**src/sv/oppr_pkg.sv**
```systemverilog
// Shared types, codes and microcode program for the operating-point resolve block.
package oppr_pkg;

    localparam int TABLE_DEPTH_DEF = 16;

    localparam logic [31:0] ENTRY_INVALID = 32'hFFFF_FFFF;

    // command codes
    localparam logic [2:0] CMD_LOAD    = 3'd0;
    localparam logic [2:0] CMD_REQUEST = 3'd1;
    localparam logic [2:0] CMD_TICK    = 3'd2;
    localparam logic [2:0] CMD_SET_CUR = 3'd3;
    localparam logic [2:0] CMD_READ    = 3'd4;

    // result status codes
    localparam logic [1:0] ST_DONE     = 2'd0;
    localparam logic [1:0] ST_SAME     = 2'd1;
    localparam logic [1:0] ST_NO_MATCH = 2'd2;
    localparam logic [1:0] ST_RANGE    = 2'd3;

    typedef logic [3:0] upc_t;

    // microcode addresses
    localparam upc_t A_IDLE = 4'd0;
    localparam upc_t A_LOAD = 4'd1;
    localparam upc_t A_RD0  = 4'd2;
    localparam upc_t A_RD1  = 4'd3;
    localparam upc_t A_TK0  = 4'd4;
    localparam upc_t A_TK1  = 4'd5;
    localparam upc_t A_SC0  = 4'd6;
    localparam upc_t A_SC1  = 4'd7;
    localparam upc_t A_SC2  = 4'd8;
    localparam upc_t A_MT0  = 4'd9;
    localparam upc_t A_MT1  = 4'd10;
    localparam upc_t A_MT2  = 4'd11;
    localparam upc_t A_CMT  = 4'd12;
    localparam upc_t A_UNK  = 4'd13;
    localparam upc_t A_DONE = 4'd14;

    typedef enum logic [3:0] {
        UOP_NOP,
        UOP_ACCEPT,
        UOP_LOAD,
        UOP_RD_ISSUE,
        UOP_RD_CAPT,
        UOP_RES_ISSUE,
        UOP_RES_ADD,
        UOP_SCAN_INIT,
        UOP_SCAN_RD,
        UOP_SCAN_EVAL,
        UOP_MATCH_INIT,
        UOP_MATCH_EVAL,
        UOP_COMMIT,
        UOP_UNKNOWN,
        UOP_RESULT
    } uop_t;

    typedef enum logic [3:0] {
        C_NEVER,
        C_ALWAYS,
        C_IN_ACC,
        C_SCAN_END,
        C_SCAN_GO,
        C_NOT_FOUND,
        C_MISS,
        C_NO_CUR,
        C_OUT_FREE
    } cond_t;

    // one control word: datapath operation, jump condition and target
    typedef struct packed {
        uop_t  uop;
        cond_t cond;
        upc_t  tgt;
        logic  hold;      // stay on this step while the condition is false
        logic  dispatch;  // on a taken jump, go to the command's entry step
    } ctrl_t;

    // datapath conditions seen by the sequencer
    typedef struct packed {
        logic in_acc;
        logic scan_end;
        logic scan_go;
        logic not_found;
        logic miss;
        logic no_cur;
        logic out_free;
    } flags_t;

    function automatic ctrl_t cw(uop_t u, cond_t c, upc_t t, logic h, logic d);
        ctrl_t w;
        w.uop      = u;
        w.cond     = c;
        w.tgt      = t;
        w.hold     = h;
        w.dispatch = d;
        return w;
    endfunction

    function automatic ctrl_t ucode_rom(upc_t a);
        ctrl_t w;
        unique case (a)
            A_IDLE:  w = cw(UOP_ACCEPT,     C_IN_ACC,    A_IDLE, 1'b1, 1'b1);
            A_LOAD:  w = cw(UOP_LOAD,       C_ALWAYS,    A_DONE, 1'b0, 1'b0);
            A_RD0:   w = cw(UOP_RD_ISSUE,   C_NEVER,     A_IDLE, 1'b0, 1'b0);
            A_RD1:   w = cw(UOP_RD_CAPT,    C_ALWAYS,    A_DONE, 1'b0, 1'b0);
            A_TK0:   w = cw(UOP_RES_ISSUE,  C_NO_CUR,    A_DONE, 1'b0, 1'b0);
            A_TK1:   w = cw(UOP_RES_ADD,    C_ALWAYS,    A_DONE, 1'b0, 1'b0);
            A_SC0:   w = cw(UOP_SCAN_INIT,  C_NEVER,     A_IDLE, 1'b0, 1'b0);
            A_SC1:   w = cw(UOP_SCAN_RD,    C_SCAN_END,  A_MT0,  1'b0, 1'b0);
            A_SC2:   w = cw(UOP_SCAN_EVAL,  C_SCAN_GO,   A_SC1,  1'b0, 1'b0);
            A_MT0:   w = cw(UOP_MATCH_INIT, C_NOT_FOUND, A_CMT,  1'b0, 1'b0);
            A_MT1:   w = cw(UOP_SCAN_RD,    C_NEVER,     A_IDLE, 1'b0, 1'b0);
            A_MT2:   w = cw(UOP_MATCH_EVAL, C_MISS,      A_MT1,  1'b0, 1'b0);
            A_CMT:   w = cw(UOP_COMMIT,     C_ALWAYS,    A_DONE, 1'b0, 1'b0);
            A_UNK:   w = cw(UOP_UNKNOWN,    C_NEVER,     A_IDLE, 1'b0, 1'b0);
            A_DONE:  w = cw(UOP_RESULT,     C_OUT_FREE,  A_IDLE, 1'b1, 1'b0);
            default: w = cw(UOP_NOP,        C_ALWAYS,    A_IDLE, 1'b0, 1'b0);
        endcase
        return w;
    endfunction

    function automatic upc_t dispatch_target(logic [2:0] cmd);
        upc_t t;
        unique case (cmd)
            CMD_LOAD:    t = A_LOAD;
            CMD_REQUEST: t = A_SC0;
            CMD_TICK:    t = A_TK0;
            CMD_SET_CUR: t = A_SC0;
            CMD_READ:    t = A_RD0;
            default:     t = A_UNK;
        endcase
        return t;
    endfunction

endpackage

```
**src/sv/oppr_ram.sv**
```systemverilog
// Generic single-write, single-read RAM with registered read data.
module oppr_ram #(
    parameter int WIDTH = 32,
    parameter int DEPTH = 16,
    localparam int AW = (DEPTH > 1) ? $clog2(DEPTH) : 1
) (
    input  logic             aclk,
    input  logic             we,
    input  logic [AW-1:0]    waddr,
    input  logic [WIDTH-1:0] wdata,
    input  logic [AW-1:0]    raddr,
    output logic [WIDTH-1:0] rdata
);

    logic [WIDTH-1:0] mem [DEPTH];
    logic [WIDTH-1:0] rdata_reg;

    always_ff @(posedge aclk) begin
        if (we) begin
            mem[waddr] <= wdata;
        end
        rdata_reg <= mem[raddr];
    end

    assign rdata = rdata_reg;

endmodule

```
**src/sv/oppr_useq.sv**
```systemverilog
// Microcode sequencer: step counter, control store and jump logic.
module oppr_useq
    import oppr_pkg::*;
(
    input  logic       aclk,
    input  logic       aresetn,
    input  flags_t     flags,
    input  logic [2:0] in_cmd,
    output ctrl_t      ctrl
);

    upc_t upc_reg;
    upc_t upc_next;
    logic cond_true;

    assign ctrl = ucode_rom(upc_reg);

    always_comb begin
        unique case (ctrl.cond)
            C_NEVER:     cond_true = 1'b0;
            C_ALWAYS:    cond_true = 1'b1;
            C_IN_ACC:    cond_true = flags.in_acc;
            C_SCAN_END:  cond_true = flags.scan_end;
            C_SCAN_GO:   cond_true = flags.scan_go;
            C_NOT_FOUND: cond_true = flags.not_found;
            C_MISS:      cond_true = flags.miss;
            C_NO_CUR:    cond_true = flags.no_cur;
            C_OUT_FREE:  cond_true = flags.out_free;
            default:     cond_true = 1'b1;
        endcase

        priority if (cond_true && ctrl.dispatch) begin
            upc_next = dispatch_target(in_cmd);
        end else if (cond_true) begin
            upc_next = ctrl.tgt;
        end else if (ctrl.hold) begin
            upc_next = upc_reg;
        end else begin
            upc_next = upc_reg + upc_t'(1);
        end
    end

    always_ff @(posedge aclk) begin
        if (!aresetn) begin
            upc_reg <= A_IDLE;
        end else begin
            upc_reg <= upc_next;
        end
    end

endmodule

```
**src/sv/opp_resolve_and_residency_top.sv**
```systemverilog
// Top level: operating-point table, resolve scan, residency counters and channels.
//
// Holds a table of TABLE_DEPTH frequency slots (all ones marks an invalid slot),
// the current frequency and slot, a transition counter and one saturating 64-bit
// residency counter per slot. The table size in use is set by a single config
// write (cfg_table_entries; values above TABLE_DEPTH act as TABLE_DEPTH); the
// user must change it only while the block is idle; the block itself does not
// enforce this. Every input transaction yields exactly one result transaction.
// Items are handled one at a time by a microcoded sequencer; the frequency
// table and residency counters sit in RAMs with a registered read. A request
// or set-current runs a resolve pass over the active slots and then, if a value
// was found, a match pass that finds the lowest slot holding the resolved
// value. A new transaction is accepted while the previous result still waits
// on m_ready; the block stalls only when a second result is ready before the
// first is taken. No transaction or config write is taken while reset is
// asserted. No clearing pass follows reset: residency counters read as zero
// until first written.
module opp_resolve_and_residency_top
    import oppr_pkg::*;
#(
    parameter int TABLE_DEPTH = TABLE_DEPTH_DEF
) (
    input  logic        aclk,
    input  logic        aresetn,

    input  logic        cfg_valid,
    output logic        cfg_ready,
    input  logic [4:0]  cfg_table_entries,

    input  logic        s_valid,
    output logic        s_ready,
    input  logic [2:0]  s_cmd,
    input  logic [3:0]  s_slot_index,
    input  logic [31:0] s_freq_value,
    input  logic        s_relation,
    input  logic [15:0] s_elapsed,

    output logic        m_valid,
    input  logic        m_ready,
    output logic [1:0]  m_status,
    output logic [31:0] m_resolved_freq,
    output logic [31:0] m_current_freq,
    output logic [31:0] m_transition_total,
    output logic [31:0] m_slot_freq,
    output logic [63:0] m_slot_residency
);

    localparam int AW    = (TABLE_DEPTH > 1) ? $clog2(TABLE_DEPTH) : 1;
    localparam int CNT_W = $clog2(TABLE_DEPTH + 1);
    localparam int VLD_N = 1 << AW;

    ctrl_t  ctrl;
    flags_t flags;

    // config and architectural state
    logic [4:0]       tbl_entries_reg;
    logic [31:0]      cur_freq_reg,  cur_freq_next;
    logic [CNT_W-1:0] cur_slot_reg,  cur_slot_next;
    logic [31:0]      trans_reg,     trans_next;
    logic [VLD_N-1:0] res_vld_reg,   res_vld_next;
    logic             res_rd_vld_reg;

    // latched transaction
    logic [2:0]  cmd_reg;
    logic [3:0]  slot_reg;
    logic [31:0] freq_reg;
    logic        mode_h_reg;
    logic [15:0] elapsed_reg;

    // scan working registers
    logic [CNT_W-1:0] idx_reg,   idx_next;
    logic [31:0]      best_reg,  best_next;
    logic             found_reg, found_next;
    logic [CNT_W-1:0] mslot_reg, mslot_next;

    // result being built
    logic [1:0]  status_reg,   status_next;
    logic [31:0] resolved_reg, resolved_next;
    logic [31:0] sfreq_reg,    sfreq_next;
    logic [63:0] sres_reg,     sres_next;

    // output register
    logic        m_valid_reg, m_valid_next;
    logic [1:0]  m_status_reg;
    logic [31:0] m_resolved_reg;
    logic [31:0] m_cur_reg;
    logic [31:0] m_trans_reg;
    logic [31:0] m_sfreq_reg;
    logic [63:0] m_sres_reg;

    // RAM ports
    logic          f_we;
    logic [AW-1:0] f_raddr;
    logic [31:0]   f_rdata;
    logic          r_we;
    logic [AW-1:0] r_raddr;
    logic [63:0]   r_rdata;
    logic [63:0]   r_wdata;

    logic             s_acc;
    logic             slot_ok;
    logic [CNT_W-1:0] n_active;
    logic             entry_valid;
    logic             stop_now;
    logic [63:0]      res_eff;
    logic [64:0]      res_sum;
    logic             out_free;
    logic             load_out;

    // Hold both ready lines low while reset is asserted.
    assign cfg_ready = aresetn;
    assign s_ready   = (ctrl.uop == UOP_ACCEPT) && aresetn;
    assign s_acc     = s_valid && s_ready;

    // Clamp the configured size to the table depth.
    assign n_active = (32'(tbl_entries_reg) > 32'(TABLE_DEPTH)) ?
                      CNT_W'(TABLE_DEPTH) : CNT_W'(tbl_entries_reg);
    assign slot_ok  = (32'(slot_reg) < 32'(TABLE_DEPTH));

    // Resolve pass: mode L stops at the first valid entry at or above the target,
    // mode H stops at the first valid entry above it.
    assign entry_valid = (f_rdata != ENTRY_INVALID);
    assign stop_now    = entry_valid && (mode_h_reg ? (f_rdata > freq_reg)
                                                    : (f_rdata >= freq_reg));

    // Residency: unwritten counters read as zero; the add saturates.
    assign res_eff = res_rd_vld_reg ? r_rdata : 64'd0;
    assign res_sum = {1'b0, res_eff} + {49'd0, elapsed_reg};
    assign r_wdata = res_sum[64] ? {64{1'b1}} : res_sum[63:0];

    assign out_free = !m_valid_reg || m_ready;
    assign load_out = (ctrl.uop == UOP_RESULT) && out_free;

    assign flags.in_acc    = s_acc;
    assign flags.scan_end  = (idx_reg >= n_active);
    assign flags.scan_go   = !stop_now;
    assign flags.not_found = !found_reg;
    assign flags.miss      = (f_rdata != best_reg);
    assign flags.no_cur    = (cur_slot_reg == CNT_W'(TABLE_DEPTH));
    assign flags.out_free  = out_free;

    // RAM addressing: slot reads use the transaction's slot, scans the index,
    // residency updates the current slot.
    assign f_we    = (ctrl.uop == UOP_LOAD) && slot_ok;
    assign f_raddr = (ctrl.uop == UOP_RD_ISSUE) ? AW'(slot_reg) : idx_reg[AW-1:0];
    assign r_we    = (ctrl.uop == UOP_RES_ADD);
    assign r_raddr = (ctrl.uop == UOP_RD_ISSUE) ? AW'(slot_reg) : cur_slot_reg[AW-1:0];

    oppr_useq u_useq (
        .aclk    (aclk),
        .aresetn (aresetn),
        .flags   (flags),
        .in_cmd  (s_cmd),
        .ctrl    (ctrl)
    );

    oppr_ram #(
        .WIDTH (32),
        .DEPTH (TABLE_DEPTH)
    ) u_freq_ram (
        .aclk  (aclk),
        .we    (f_we),
        .waddr (AW'(slot_reg)),
        .wdata (freq_reg),
        .raddr (f_raddr),
        .rdata (f_rdata)
    );

    oppr_ram #(
        .WIDTH (64),
        .DEPTH (TABLE_DEPTH)
    ) u_res_ram (
        .aclk  (aclk),
        .we    (r_we),
        .waddr (cur_slot_reg[AW-1:0]),
        .wdata (r_wdata),
        .raddr (r_raddr),
        .rdata (r_rdata)
    );

    // Datapath next-state, one micro-operation per cycle.
    always_comb begin
        cur_freq_next = cur_freq_reg;
        cur_slot_next = cur_slot_reg;
        trans_next    = trans_reg;
        res_vld_next  = res_vld_reg;
        idx_next      = idx_reg;
        best_next     = best_reg;
        found_next    = found_reg;
        mslot_next    = mslot_reg;
        status_next   = status_reg;
        resolved_next = resolved_reg;
        sfreq_next    = sfreq_reg;
        sres_next     = sres_reg;

        unique case (ctrl.uop)
            UOP_ACCEPT: begin
                status_next   = ST_DONE;
                resolved_next = 32'd0;
                sfreq_next    = 32'd0;
                sres_next     = 64'd0;
            end
            UOP_LOAD: begin
                if (!slot_ok) begin
                    status_next = ST_RANGE;
                end
            end
            UOP_RD_CAPT: begin
                if (slot_ok) begin
                    sfreq_next = f_rdata;
                    sres_next  = res_eff;
                end else begin
                    status_next = ST_RANGE;
                end
            end
            UOP_RES_ADD: begin
                res_vld_next[cur_slot_reg[AW-1:0]] = 1'b1;
            end
            UOP_SCAN_INIT: begin
                idx_next   = '0;
                best_next  = 32'd0;
                found_next = 1'b0;
            end
            UOP_SCAN_EVAL: begin
                // mode H keeps the last entry at or below the target
                if (entry_valid && !(mode_h_reg && stop_now)) begin
                    best_next  = f_rdata;
                    found_next = 1'b1;
                end
                idx_next = idx_reg + CNT_W'(1);
            end
            UOP_MATCH_INIT: begin
                idx_next = '0;
            end
            UOP_MATCH_EVAL: begin
                // lowest slot holding the resolved value
                if (f_rdata == best_reg) begin
                    mslot_next = idx_reg;
                end else begin
                    idx_next = idx_reg + CNT_W'(1);
                end
            end
            UOP_COMMIT: begin
                if (!found_reg) begin
                    status_next = ST_NO_MATCH;
                end else begin
                    resolved_next = best_reg;
                    if (cmd_reg == CMD_REQUEST) begin
                        if (best_reg == cur_freq_reg) begin
                            status_next = ST_SAME;
                        end else begin
                            trans_next    = trans_reg + 32'd1;
                            cur_freq_next = best_reg;
                            cur_slot_next = mslot_reg;
                        end
                    end else begin
                        // set current moves the slot even at the same frequency
                        status_next   = (best_reg == cur_freq_reg) ? ST_SAME : ST_DONE;
                        cur_freq_next = best_reg;
                        cur_slot_next = mslot_reg;
                    end
                end
            end
            UOP_UNKNOWN: begin
                status_next = ST_SAME;
            end
            default: begin
            end
        endcase

        priority if (load_out) begin
            m_valid_next = 1'b1;
        end else if (m_ready) begin
            m_valid_next = 1'b0;
        end else begin
            m_valid_next = m_valid_reg;
        end
    end

    // Control and architectural state.
    always_ff @(posedge aclk) begin
        if (!aresetn) begin
            tbl_entries_reg <= 5'd0;
            cur_freq_reg    <= 32'd0;
            cur_slot_reg    <= CNT_W'(TABLE_DEPTH);
            trans_reg       <= 32'd0;
            res_vld_reg     <= '0;
            m_valid_reg     <= 1'b0;
        end else begin
            if (cfg_valid && cfg_ready) begin
                tbl_entries_reg <= cfg_table_entries;
            end
            cur_freq_reg <= cur_freq_next;
            cur_slot_reg <= cur_slot_next;
            trans_reg    <= trans_next;
            res_vld_reg  <= res_vld_next;
            m_valid_reg  <= m_valid_next;
        end
    end

    // Payload and working registers.
    always_ff @(posedge aclk) begin
        if (s_acc) begin
            cmd_reg     <= s_cmd;
            slot_reg    <= s_slot_index;
            freq_reg    <= s_freq_value;
            mode_h_reg  <= (s_cmd == CMD_REQUEST) && s_relation;
            elapsed_reg <= s_elapsed;
        end
        res_rd_vld_reg <= res_vld_reg[r_raddr];
        idx_reg        <= idx_next;
        best_reg       <= best_next;
        found_reg      <= found_next;
        mslot_reg      <= mslot_next;
        status_reg     <= status_next;
        resolved_reg   <= resolved_next;
        sfreq_reg      <= sfreq_next;
        sres_reg       <= sres_next;
        if (load_out) begin
            m_status_reg   <= status_reg;
            m_resolved_reg <= resolved_reg;
            m_cur_reg      <= cur_freq_reg;
            m_trans_reg    <= trans_reg;
            m_sfreq_reg    <= sfreq_reg;
            m_sres_reg     <= sres_reg;
        end
    end

    assign m_valid            = m_valid_reg;
    assign m_status           = m_status_reg;
    assign m_resolved_freq    = m_resolved_reg;
    assign m_current_freq     = m_cur_reg;
    assign m_transition_total = m_trans_reg;
    assign m_slot_freq        = m_sfreq_reg;
    assign m_slot_residency   = m_sres_reg;

endmodule

```
**config.mk**
```make
export PLATFORM = sky130hd
export DESIGN_NAME = opp_resolve_and_residency_top
export DESIGN_NICKNAME = d
export VERILOG_FILES = /design/src/sv/oppr_pkg.sv /design/src/sv/oppr_ram.sv /design/src/sv/oppr_useq.sv /design/src/sv/opp_resolve_and_residency_top.sv
export SDC_FILE = /design/constraint.sdc
export NUM_CORES = 2
export LEC_CHECK = 0
export ABC_AREA = 1
export CAP_MARGIN = 0
export CORE_MARGIN = 2
export CORE_UTILIZATION = 63
export CTS_BUF_LIST = sky130_fd_sc_hd__clkbuf_16
export DETAILED_ROUTE_END_ITERATION = 12
export DONT_BUFFER_PORTS = 1
export PLACE_DENSITY = 0.79
export SYNTH_ARGS = -nofsm -noshare
export SYNTH_HDL_FRONTEND = slang
export SYNTH_SLANG_ARGS = --single-unit
```
**constraint.sdc**
```tcl
create_clock -name aclk -period 19.8 [get_ports aclk]
set_input_delay 0.99 -clock aclk [delete_from_list [all_inputs] [get_ports aclk]]
set_output_delay 0.99 -clock aclk [all_outputs]
set_load 0.1 [all_outputs]
```
# ---- Word-level counts from Yosys, hierarchy flattened
# Memory sizes are Yosys's and may differ from the RTL's. A register that Yosys moved wholly into a read port is not among the register bits.
# Index checks and enable logic that the tools add are counted.
dict set report totals {
  mem_bits_ro 224
  regBits 519
  input_bits 66
  wordCells 152
  mem_bits_rw 1536
  mem_count 3
  out_inout_bits 197
}
# name words word_bits rd rd_clocked_by_memory_dff write_ports line
set mem_list {}
lappend mem_list {u_res_ram.mem 16 64 1 1 1 oppr_ram.sv:15} ;# logic [WIDTH-1:0] mem [DEPTH];
lappend mem_list {u_freq_ram.mem 16 32 1 1 1 oppr_ram.sv:15}
lappend mem_list {{(name not given)} 16 14 1 1 0 oppr_pkg.sv:102} ;# unique case (a)
dict set report op_classes {
  mux 42
  addsub 4
  bitwise_logic 2
  reduce_logical 32
  magnitude_cmp 7
  eq_ne 35
}
# operator count
set op_table {}
lappend op_table {{case mux 32 bit (2 select lines)} 3}
lappend op_table {{two-way mux 32 bit} 4}
lappend op_table {{two-way mux 64 bit} 2}
lappend op_table {{case mux 64 bit (2 select lines)} 1}
lappend op_table {{adder 64 x 16 -> 65 bit} 1}
lappend op_table {{equality test 32 bit} 2}
lappend op_table {{adder 32 x 1 -> 32 bit (second input constant)} 1}
lappend op_table {{>= comparator 32 bit} 1}
lappend op_table {{> comparator 32 bit} 1}
lappend op_table {{!= test 32 bit} 1}
lappend op_table {{!= test 32 bit (second input constant)} 1}
lappend op_table {{equality test 4 x 3 -> 1 bit (second input constant)} 7}
lappend op_table {{equality test 4 bit (second input constant)} 7}
lappend op_table {{two-way mux 4 bit} 7}
lappend op_table {{two-way mux 5 bit} 4}
lappend op_table {{equality test 4 x 2 -> 1 bit (second input constant)} 4}
lappend op_table {{bitwise OR 16 bit} 1}
lappend op_table {{case mux 4 bit (4 select lines)} 1}
lappend op_table {{case mux 5 bit (3 select lines)} 1}
lappend op_table {{two-way mux 1 bit} 11}
lappend op_table {{logical AND 1 bit} 10}
lappend op_table {{less-than comparator 4 x 5 -> 1 bit (second input constant)} 2}
lappend op_table {{AND reduction 2 bit} 5}
lappend op_table {{!= test 2 bit (second input constant)} 4}
lappend op_table {{28 further kinds} 40}

# ---- Longest topological paths before layout
dict set report logic_depth {
  depth_word 9
  ltp_mapped 27
  mapped_depth_nobuf 27
}

# ---- Modules after synthesis
# A second synthesis with hierarchy kept.
dict set report unflattened {
  hier_cells 9081
  hier_area_um2 93355.8
}
# module area_per_inst_um2 seq_area_each_um2 cells_per_inst n_inst
set modules_own_cells {}
lappend modules_own_cells {{oppr_ram (u_res_ram)} 45285.9 32030.7 4210 1}
lappend modules_own_cells {opp_resolve_and_residency_top 24209.5 14543.9 2583 1}
lappend modules_own_cells {{oppr_ram (u_freq_ram)} 22730.6 16015.4 2120 1}
lappend modules_own_cells {oppr_useq 1129.8 360.3 168 1}

# ---- Worst setup path after synthesis
# No wires, ideal clock.
dict set report synth_path {
  kind {input-to-reg}
  startpoint {input m_ready}
  endpoint {register m_cur_reg[0] (netlist: m_current_freq[0]) (enable)}
  path_stages 2
  t_arrival_ns 14.184
  setup_slack_ns 4.627
  setup_time_ns 0.989
  required_time_ns 18.811
  path_buffers 0
  cell_sequence {nor2_1 -> nor3_1}
}
dict set report synth_between {
  elab_chain_len 2
}
# element line
set synth_rtl {}
lappend synth_rtl {{from (decl)} opp_resolve_and_residency_top.sv:39} ;# input logic m_ready,
lappend synth_rtl {{logical OR 1 bit} opp_resolve_and_residency_top.sv:131} ;# assign out_free = !m_valid_reg || m_ready;
lappend synth_rtl {{logical AND 1 bit} opp_resolve_and_residency_top.sv:132} ;# assign load_out = (ctrl.uop == UOP_RESULT) && out_free;
lappend synth_rtl {{named net load_out} opp_resolve_and_residency_top.sv:108} ;# logic load_out;
lappend synth_rtl {{to (signal assigned)} opp_resolve_and_residency_top.sv:322} ;# m_cur_reg <= cur_freq_reg;
lappend synth_rtl {{to (decl)} opp_resolve_and_residency_top.sv:86} ;# logic [31:0] m_cur_reg;
# The timed path passes the listed nets, and every way through them passes these cells.
# A chain may end at the register's enable or synchronous reset.

# ---- Worst setup path after layout
dict set report layout_path {
  startpoint {register, netlist name u_useq.ctrl[10]}
  endpoint {register u_res_ram.rdata_reg[24] (netlist: u_res_ram.rdata[24]) (read register of u_res_ram.mem)}
}
dict set report layout_between {
  elab_chain_len 2
}
# element line
set layout_rtl {}
lappend layout_rtl {{equality test 4 x 2 -> 1 bit} opp_resolve_and_residency_top.sv:147} ;# assign r_raddr = (ctrl.uop == UOP_RD_ISSUE) ? AW'(slot_reg) : cur_slot_reg[AW-1:0];
lappend layout_rtl {{two-way mux 4 bit} opp_resolve_and_residency_top.sv:147}
lappend layout_rtl {{to (decl)} oppr_ram.sv:16} ;# logic [WIDTH-1:0] rdata_reg;
# Every way passes these cells.

==> impl_metrics.py <==
metrics = {
    "timing": {
        "hold_viol": 0,
        "tightest_slew_ns": 1.29,
        "setup_viol": 0,
        "relSlewSlack_pct": 13.9,
        "setup-tns-final_ns": 0,
        "slew_viol_final": 0,
        "timing.final.crit_share_pct": 25.9,
        "fin_crit_ns": 5.12,
        "fmax_ghz": 0.195,
        "fin_skew_ns": 0.0482,
        "rsz0062_at_grt": "false",
    },
    "logic_synthesis": {
        "synth_area_leaders": "edfxtp_1 68%, nor2_1 5.4%, dfxtp_1 4.8%, o21ai_0 3.1%, mux2i_1 2.3%",
        "ys_async_sr_fraction_pct": 0,
        "synthDistinctLibCells": 67,
        "synth_edf_count": 1959,
        "seq_area_frac_synth_pct": 73.2,
        "synthesis.area_sq_um": 86000,
        "ys_ff_latch": 2165,
        "syn_nets": 6655,
        "synth.largest_area_cell": "edfxtp_1",
        "synth_flop_cell": "edfxtp_1",
        "syn-instance-count": 6526,
        "netlist.area_leader.share_pct": 68.4,
        "synth_warnings": 0,
        "syn_area_per_cell_sq_um": 13.2,
    },
    "worst_setup_path": {
        "cp_common_cell": "buf_4",
        "critPathMaxStageDelay_ns": 0.89,
        "crit_type": "flip-flop to flip-flop",
        "startpoint_type": "flip-flop",
        "arrival_ns": 5.90,
        "crit_chain": "nand2_2, nor2_4, nand2_2, o21ai_4, buf_4, buf_4, buf_4, nor2_1, o32ai_1, o21ai_0, o21ai_1",
        "crit_fanout": 83,
        "crit_slowest_cell": "buf_4",
        "critPathBufInv": 3,
        "crit_required_ns": 20.57,
        "endpoint_kind": "flip-flop",
        "cpLargestDelayFamily": "buffers and inverters",
    },
    "clocking": {
        "clkTransAtPathRegs_ns": 0.06,
        "hold_buffers": 0,
        "cts_setup_buffers": 0,
        "clk_latency_ns": 0.86,
        "cts-root-buf": "clkbuf_16",
        "htree_levels": 4,
        "cts_resized": 0,
        "cts.sinks": 2165,
        "cts_buffers": 202,
        "cts_tree": "yes",
        "cts_max_path_buffers": 3,
    },
    "pwr": {
        "combPwrFrac_pct": 25.6,
        "power_density_nw_per_um2": 140,
        "switching_power_mw": 4.41,
        "total_leakage_power_nw": 32.2,
        "vdd_ir_drop_max_v": 0.000152,
        "switching_share_pct": 33.5,
        "cell_internal_pwr_mw": 8.76,
        "pwr-share-clk_pct": 29.1,
        "seqPwrFrac_pct": 45.3,
    },
    "cells_and_area": {
        "drive_gt1_share_pct": 8.22,
        "fin_nets": 6593,
        "syn_to_final_growth_pct": 9.64,
        "largest_register": "u_res_ram.mem",
        "largest_register_ffs": 1024,
        "multi_input_area_sq_um": 20400,
        "fillers": 8695,
        "layout.area.seq_sq_um": 63000,
        "finalCoreUtilization_pct": 69.6,
        "top_regs": "u_res_ram.mem (1024), u_freq_ram.mem (512)",
    },
    "grt": {
        "grt_max_degree": 217,
        "grt_use_total_pct": 30.9,
        "grt_pass1_wl_um": 324000,
        "antenna_found_initial": 22,
        "grt_pass1_vias": 52700,
        "gr-total-overflow": 0,
    },
    "die": {
        "die_area_sq_um": 139000,
        "pin_count": 263,
        "num_rows": 135,
        "die_height_um": 373,
        "start_util_pct": 63.4,
        "core_sq_um": 135000,
        "die_w_um": 373,
    },
    "route": {
        "drtIter0Drc": 8798,
        "dr_total_vias": 55000,
        "drc": 0,
        "drt_first_pass_iters": 6,
        "wl_um": 219000,
        "wl_per_cell_um": 25.9,
        "via_per_inst": 6.51,
        "drtAntennaViolNets": 0,
    },
    "run_status": {
        "run_status": "complete, no violations",
    },
    "job": {
        "drv_cap": 0,
    },
    "placed_design": {
        "gp_congestion": 0.994,
        "hpwlAfterDp_um": 121000,
        "io_buffers": 0,
    },
    "hold_path": {
        "hp-class": "input port to flip-flop",
    },
}
Yosys cell counts, types with 61 or more instances:
cell and n:
inv_1 304, nand3_1 127, o211ai_1 92, o221ai_1 132, dfxtp_1 206, buf_2 97
o32ai_1 178, clkbuf_1 204, ha_1 62, o21ai_1 127, a21oi_1 112, edfxtp_1 1959
mux2i_1 194, nor2_1 1244, nand2_1 432, o21ai_0 530, xnor2_1 61, o22ai_1 77
cells by family (layout without fill, tap and decap cells):
kind of cell             Yosys count  after routing  synth area share (%)
other                              0             16                     0
adder cells (fa/ha/maj)           63             63                 0.926
multiplexers                     194            194                  2.26
flip-flops                      2165           2165                  73.2
buffers and inverters            691            806                  3.34
XOR/XNOR                          81             81                 0.825
AND/OR/NAND/NOR                 2047           2047                  9.99
AO/OA/AOI/OAI                   1285           1285                  9.42
area by class of cell:
class,instances,area share [%]
repair buffers,85,0.704
clock buffers,206,5.47
clock inverters,175,1.52
flip-flops and latches,2165,66.8
well taps,1781,2.36
diodes,16,0.0425
multi-input cells,3670,21.7
inverters,340,1.40
power by group through the flow:
stage,Combinational (mW),Sequential [mW],Clock (mW)
floorplan,2.45,5.87,0
global placement,3.13,6.03,0
detailed placement,3.26,6.04,0
CTS,3.31,5.95,3.85
global route,3.67,5.99,4.03
finish,3.37,5.97,3.83
final timing paths:
kind	start	cells past startpoint	slack, ns	to
worst max-delay path	u_useq.ctrl[10]	11	14.68	u_res_ram.rdata[24]
worst min-delay path	s_elapsed[12]	0	0.24	elapsed_reg[12]
worst max register to register	u_useq.ctrl[10]	11	14.68	u_res_ram.rdata[24]
worst min register to register	resolved_reg[15]	0	0.42	m_resolved_freq[15]
through the flow:
stage / total power [mW] / hold WS (ns) / cell area [sq um] / worst slack (ns) / instances
final: 13.2 / 0.240 / 94200 / 14.68 / 8438
after global routing: 13.7 / 0.200 / 94200 / 14.44 / 8429
after CTS: 13.1 / 0.191 / 94200 / 14.82 / 8422
after detailed placement: 9.30 / 0.405 / 87600 / 14.91 / 8041
after global placement: 9.16 / 0.401 / 87600 / 15.15 / 8041
after floorplan: 8.32 / 0.400 / 86000 / 4.63 / 6526
placed cells by master, fill, tap and decap left out, types with 5 or more instances in the layout:
cell type      n
nor2_4        38
o22ai_1       77
nand2_1      429
mux2i_1      194
xor2_1        20
nand2_2       23
nor3_1        58
nand4_1       53
nand3_1      127
a21oi_1      112
diode_2       16
clkinv_2      34
inv_6          5
buf_4         83
nor3_2        15
nor4_1        19
nand3b_1       9
edfxtp_1    1959
clkinvlp_4     6
nor4_2         5
nor2_1      1211
or2_1         10
o221ai_1     132
clkbuf_16    206
nand2_4        7
inv_1        354
dfxtp_1      205
o21ai_1      124
o21ai_0      529
or2_2         14
bufinv_16     21
clkinv_1      48
o21ai_4        7
o211ai_1      92
xnor2_1       61
inv_2         29
nor2_2        12
o32ai_1      178
ha_1          62
metal layers:
metal	track usage, %	part of all wire [%]
met1	43.3	37
met2	46.5	45
met3	8.51	14
met4	12.3	3.8
met5	0	0.028
Power figures use the tool's default switching activity.
